==> src/rtl/pip_pkg.sv <==
// Shared constants, types and states for the point-in-polygon test unit.
package pip_pkg;

  localparam int MAX_VERTICES = 32;
  localparam int COORD_WIDTH  = 32;

  localparam int IDX_W   = $clog2(MAX_VERTICES);
  localparam int CNT_W   = $clog2(MAX_VERTICES + 1);
  localparam int DIFF_W  = COORD_WIDTH + 1;
  localparam int PROD_W  = 2 * DIFF_W;

  // word field widths
  localparam int CFG_W         = 6;
  localparam int FLD_IDX_W     = 5;
  localparam int FLD_COORD_W   = 32;
  localparam int IN_TDATA_W    = ((FLD_IDX_W + 2 * FLD_COORD_W + 7) / 8) * 8;
  localparam int OUT_TDATA_W   = 8;
  localparam int FLD_X_LSB     = FLD_IDX_W;
  localparam int FLD_Y_LSB     = FLD_IDX_W + FLD_COORD_W;

  localparam logic KIND_LOAD  = 1'b0;
  localparam logic KIND_QUERY = 1'b1;

  typedef enum logic [2:0] {
    ST_IDLE,
    ST_JREAD,
    ST_JCAP,
    ST_DIFF,
    ST_MULL,
    ST_MULR,
    ST_CMP,
    ST_DONE
  } pip_state_t;

  typedef struct packed {
    logic start;      // latch query point, clear parity
    logic load_j;     // take first closing vertex as previous vertex
    logic load_diff;  // form edge differences from vertex i
    logic mul_l;      // product (px - xi) * (yj - yi)
    logic mul_r;      // product (xj - xi) * (py - yi)
    logic cmp;        // compare products, update parity
  } pip_ctl_t;

endpackage

==> src/rtl/pip_edge_unit.sv <==
// Edge test datapath: differences, one shared multiplier, compare, parity.
module pip_edge_unit
  import pip_pkg::*;
(
  input  logic                          clk,
  input  logic                          rst,
  input  pip_ctl_t                      ctl,
  input  logic signed [COORD_WIDTH-1:0] pt_x,
  input  logic signed [COORD_WIDTH-1:0] pt_y,
  input  logic signed [COORD_WIDTH-1:0] rd_x,
  input  logic signed [COORD_WIDTH-1:0] rd_y,
  output logic                          parity
);

  logic signed [COORD_WIDTH-1:0] px, py, xj, yj;
  logic signed [DIFF_W-1:0]      dxp, dd, dxe, dyp;
  logic                          straddle, d_pos;
  logic signed [DIFF_W-1:0]      mul_a, mul_b;
  logic signed [PROD_W-1:0]      prod, lhs;
  logic                          toggle;

  assign mul_a = ctl.mul_l ? dxp : dxe;
  assign mul_b = ctl.mul_l ? dd : dyp;

  // lhs holds (px-xi)*d, prod holds (xj-xi)*(py-yi); flip the test when d < 0
  assign toggle = straddle && (d_pos ? (lhs <= prod) : (prod <= lhs));

  always_ff @(posedge clk) begin
    if (ctl.start) begin
      px <= pt_x;
      py <= pt_y;
    end
    if (ctl.load_j) begin
      xj <= rd_x;
      yj <= rd_y;
    end
    if (ctl.load_diff) begin
      dxp      <= DIFF_W'(px) - DIFF_W'(rd_x);
      dd       <= DIFF_W'(yj) - DIFF_W'(rd_y);
      dxe      <= DIFF_W'(xj) - DIFF_W'(rd_x);
      dyp      <= DIFF_W'(py) - DIFF_W'(rd_y);
      straddle <= (rd_y >= py) != (yj >= py);
      d_pos    <= yj > rd_y;
      // vertex i becomes the previous vertex of the next edge
      xj       <= rd_x;
      yj       <= rd_y;
    end
    if (ctl.mul_l || ctl.mul_r) begin
      prod <= mul_a * mul_b;
    end
    if (ctl.mul_r) begin
      lhs <= prod;
    end
  end

  always_ff @(posedge clk) begin
    if (rst) begin
      parity <= 1'b0;
    end else if (ctl.start) begin
      parity <= 1'b0;
    end else if (ctl.cmp && toggle) begin
      parity <= ~parity;
    end
  end

endmodule

==> config.mk <==
export PLATFORM = sky130hd
export DESIGN_NAME = pip_edge_unit
export DESIGN_NICKNAME = d
export VERILOG_FILES = /design/src/rtl/pip_pkg.sv /design/src/rtl/pip_edge_unit.sv
export SDC_FILE = /design/constraint.sdc
export NUM_CORES = 2
export LEC_CHECK = 0
export BUFFER_PORTS_ARGS = -buffer_cell sky130_fd_sc_hd__buf_2
export CORE_UTILIZATION = 40
export DETAILED_ROUTE_END_ITERATION = 10
export GPL_TIMING_DRIVEN = 0
export PLACE_DENSITY = 0.65
export SYNTH_ARGS = -nofsm -noshare
export SYNTH_HDL_FRONTEND = slang
export SYNTH_SLANG_ARGS = --single-unit
export TNS_END_PERCENT = 30
==> constraint.sdc <==
create_clock -name clk -period 31.2 [get_ports clk]
set_input_delay 3.12 -clock clk [delete_from_list [all_inputs] [get_ports clk]]
set_output_delay 3.12 -clock clk [all_outputs]
set_load 0.02 [all_outputs]
Yosys cells after proc, flatten, opt, wreduce, memory -nomap -nowiden
Cells that the tools add are included.
- register bits: 395
- input bits: 136
- output and inout bits: 1
- word-level logic and storage cells: 37
- add/subtract/negate cells: 4
- multiply operators: 1
- $lt $le $gt $ge: 5
- eq/ne operators: 1
- multiplexer cells: 7
- bitwise logic cells: 1
- reductions and logical operators: 5
- operators with widths (operator ; number):
    66-bit less-or-equal comparator ; 2
    32-bit by 32-bit subtractor with 33-bit output ; 4
    32-bit two-way mux ; 4
    33-bit by 33-bit multiplier with 66-bit output ; 1
    33-bit two-way mux ; 2
    32-bit >= comparator ; 2
    32-bit > comparator ; 1
    1-bit logical AND ; 2
    2-bit nonzero test ; 1
    2-bit OR reduction ; 1
    1-bit logical OR ; 1
    1-bit two-way mux ; 1
    1-bit != test ; 1
    1-bit inverter ; 1

Logic depth before layout (Yosys ltp)
- depth in word-level cells: 4
- depth in mapped cells: 33
- depth with buffers taken out: 29

Least setup slack after synthesis
Ideal clock, no wire load.
- path kind: input to register
- from: input ctl[2] (netlist bit)
- to: register prod[61] (data pin)
- setup time: 0.260 ns
- data arrival time: 11.714 ns
- required time: 30.940 ns
- path slack: 19.226 ns
- cell stages on the path: 31
- buffers on the path: 4
- path through: clkbuf_1 > buf_1 > clkbuf_1 > mux2i_1 > nor2_1 > fa_1 > inv_1 > fa_1 > inv_1 > fa_1 > inv_1 > fa_1 > inv_1 > fa_1 > fa_1 > fa_1 > inv_1 > fa_1 > inv_1 > ha_1 > buf_6 > a21o_1 > or3_1 > or3_4 > a311oi_4 > o2111ai_2 > a32oi_2 > a21oi_2 > a211o_1 > a21oi_2 > xnor2_1
- longest elaborated chain between the ends: 2
- elaborated cells between the ends (all ways): 3
- classes of those cells: mul (1); mux (2)
- RTL lines (what ; RTL line ; text):
    from (decl) ; pip_edge_unit.sv:7 ; input pip_ctl_t ctl,
    33-bit two-way mux (on tied branches) ; pip_edge_unit.sv:22, pip_edge_unit.sv:23 ;
    33-bit by 33-bit multiplier with 66-bit output * ; pip_edge_unit.sv:49 ; prod <= mul_a * mul_b;
    to (signal assigned) ; pip_edge_unit.sv:49 ;
    to (decl) ; pip_edge_unit.sv:19 ; logic signed [PROD_W-1:0] prod, lhs;
Every way passes the cells marked *; elsewhere a longest branch is shown, timed or not.
A chain may end at the register's enable or synchronous reset.

Worst setup path after layout
- from: input ctl[2] (netlist bit)
- to: register prod[64] (data pin)
Same word-level chain as after synthesis.

==> impl_metrics.yaml <==
status:
  status: "finished with violations"
  violations: "max-capacitance violations, max-slew violations"
grt:
  overflow: 0
  grt_pass1_vias: 46400
  grt_pass1_wl_um: 300000
  antenna_found_initial: 18
  grt_max_degree: 95
  track_usage: 0.275
logic_synthesis:
  ys_types: 83
  synth_top_cell_by_area: "fa_1"
  synthTopCellsByArea: "fa_1 39%, edfxtp_1 20%, ha_1 9.4%"
  synth-main-ff-cell: "edfxtp_1"
  synth_top_cell_area_share: 0.388
  synth-edff-count: 394
  synthCells: 5910
  synth-async-reset-ratio: 0
  postSynthAreaPerCell_sq_um: 10.0
  synth_fp_nets: 7640
  syn_area_sq_mm: 0.0593
  ys_ff_latch: 395
  ys_warn_count: 0
  synth_seq_area_share: 0.200
timing:
  finalMaxSlewViolations: 8
  fin_crit_sh: 0.475
  tns_ns: 0
  fmax_ghz: 0.0675
  grt_setup_unrepaired: "false"
  worst_pin_slew_ns: 1.53
  fin_skew_ns: 0.0813
  min_period_ns: 14.81
  setup_violations: 0
  slew_headroom: -0.0524
  hold_viol: 0
die:
  coreArea_sq_mm: 0.146
  start_util: 0.405
  io_pins: 137
  die_h_um: 387
  die_x_um: 387
  dieArea_sq_mm: 0.150
  fp-row-count: 140
finish:
  area_growth_pct: 9.24
  final_nets: 7863
  instances_no_fill: 8100
  drive_above_1_share: 0.0622
min_path:
  min_path_type: "flip-flop to flip-flop"
clocking:
  cts_buffers: 47
  post_cts_resized: 0
  cts_hold_buf: 0
  clock_latency_ns: 0.70
  postCtsSetupBuffers: 0
  cts_buffer_depth: 3
  cts_tree: "done"
  root_buffer: "clkbuf_16"
  clock-sinks: 395
  clk_pin_slew_ns: 0.05
  h-tree-depth: 2
place:
  gp_congestion: 1.02
  dp_cells: 8001
  hpwlAfterDp_um: 170000
  portBuffers: 135
worst_setup_path:
  crit_fanout: 10
  cp.required_ns: 31.58
  cpMostUsedCell: "fa_1"
  path_class: "input port to flip-flop"
  endpoint_kind: "flip-flop"
  max_stage_delay_ns: 1.07
  crit_family: "adder cells"
  worst-path-buf-inv: 10
  cp-start-kind: "input port"
  crit_arrival_ns: 15.19
  cpMaxStageDelayCell: "buf_1"
route:
  drtIter0Drc: 3503
  drc: 0
  vias: 43500
  firstDrtPassIters: 6
  drtAntennaViolNets: 0
  drt-total-wl_um: 202000
  vias_per_cell: 5.37
  routedWlPerCell_um: 24.9
flow_run:
  cap_violations: 2
[cells in the mapped netlist, drive strengths merged (8+ instances only)]
cell    instances
xor2           59
clkbuf        148
nand4          35
o21a           38
o21bai         30
and3           26
edfxtp        394
ha            445
buf            25
a31oi          13
nor3           28
fa           1149
a21o          130
a311oi          8
mux2           66
xnor2         121
nand2         609
nand3          29
or3            17
mux2i          66
o21ai          89
nor2b          33
or2             8
a21oi         167
o31ai          10
a211oi         20
nand2b         18
and2           11
nor2          684
inv          1323
[layout make-up]
type,count,area (sq um)
Antenna cell,11,27.5
Buffer,173,658
Clock buffer,50,1190
Clock inverter,38,502
Fill cell,14100,81700
Inverter,1323,4970
Multi-Input combinational cell,4019,42000
Sequential cell,395,11900
Tap cell,1917,2400
Timing Repair Buffer,174,1210
[kinds of logic after synthesis]
| group | synth area share |
|---|---|
| compound gates | 0.0674 |
| flops | 0.200 |
| simple gates | 0.106 |
| fa+ha+maj | 0.482 |
| buf+inv | 0.0948 |
| mux | 0.0237 |
| xor+xnor | 0.0266 |
[metal layers]
metal,part of all wire,GRT usage,vias up
met4,0.054,0.128,7
met1,0.40,0.348,22400
met5,0.00036,0,-
met2,0.46,0.447,1775
met3,0.089,0.0643,449
li1,-,-,18800
[worst register-to-register path, delay by kind of cell (launching register included)]
kind	cells	cell delay, ns
XOR/XNOR	1	0.13
multiplexers	1	0.65
flip-flops	1	0.38
adder cells (fa/ha/maj)	9	4.37
buffers and inverters	6	1.75
AO/OA/AOI/OAI	8	2.89
AND/OR/NAND/NOR	2	0.46
[registers in the layout (all words and copies together), names as in the netlist, 32 cells and up]
name / count
dd: 33
dxp: 33
yj: 32
px: 32
xj: 32
lhs: 66
py: 32
dxe: 33
dyp: 33
prod: 66
[through the flow]
step	worst slack, ns	hold WS [ns]	util	instance area (sq um)
global route	16.09	0.463	0.442	64800
floorplan	19.23	0.426	-	59300
finish	16.39	0.455	0.442	64800
CTS	16.47	0.454	0.442	64700
global placement	15.48	0.436	0.426	62400
detailed placement	15.75	0.442	0.431	63000
[layout by cell type, fill, tap and decap left out, drive strengths merged, types with 7 or more instances in the layout]
| cell | count |
|---|---|
| inv | 1328 |
| fa | 1149 |
| nor2 | 684 |
| nand2 | 609 |
| ha | 445 |
| edfxtp | 394 |
| buf | 199 |
| clkbuf | 198 |
| a21oi | 167 |
| a21o | 130 |
| xnor2 | 121 |
| o21ai | 89 |
| mux2 | 66 |
| mux2i | 66 |
| xor2 | 59 |
| o21a | 38 |
| nand4 | 35 |
| nor2b | 33 |
| o21bai | 30 |
| nand3 | 29 |
| nor3 | 28 |
| and3 | 26 |
| clkinv | 23 |
| a211oi | 20 |
| nand2b | 18 |
| or3 | 17 |
| a31oi | 13 |
| diode | 11 |
| and2 | 11 |
| o31ai | 10 |
| bufinv | 8 |
| a311oi | 8 |
| or2 | 8 |
| and4 | 7 |
[path summary, 6_finish.rpt]
path | cells after the start | from | slack, ns | end
hold / removal | 0 | prod[25]$_DFFE_PP_ | 0.45 | lhs[25]$_DFFE_PP_
setup reg to reg | 27 | dd[1]$_DFFE_PP_ | 20.27 | prod[64]$_DFFE_PP_
setup / recovery | 31 | ctl[2] | 16.39 | prod[64]$_DFFE_PP_
hold reg to reg | 0 | prod[25]$_DFFE_PP_ | 0.45 | lhs[25]$_DFFE_PP_
Power is not shown: default switching activity piles up to over one toggle a cycle in this logic, so the estimate is an artifact.
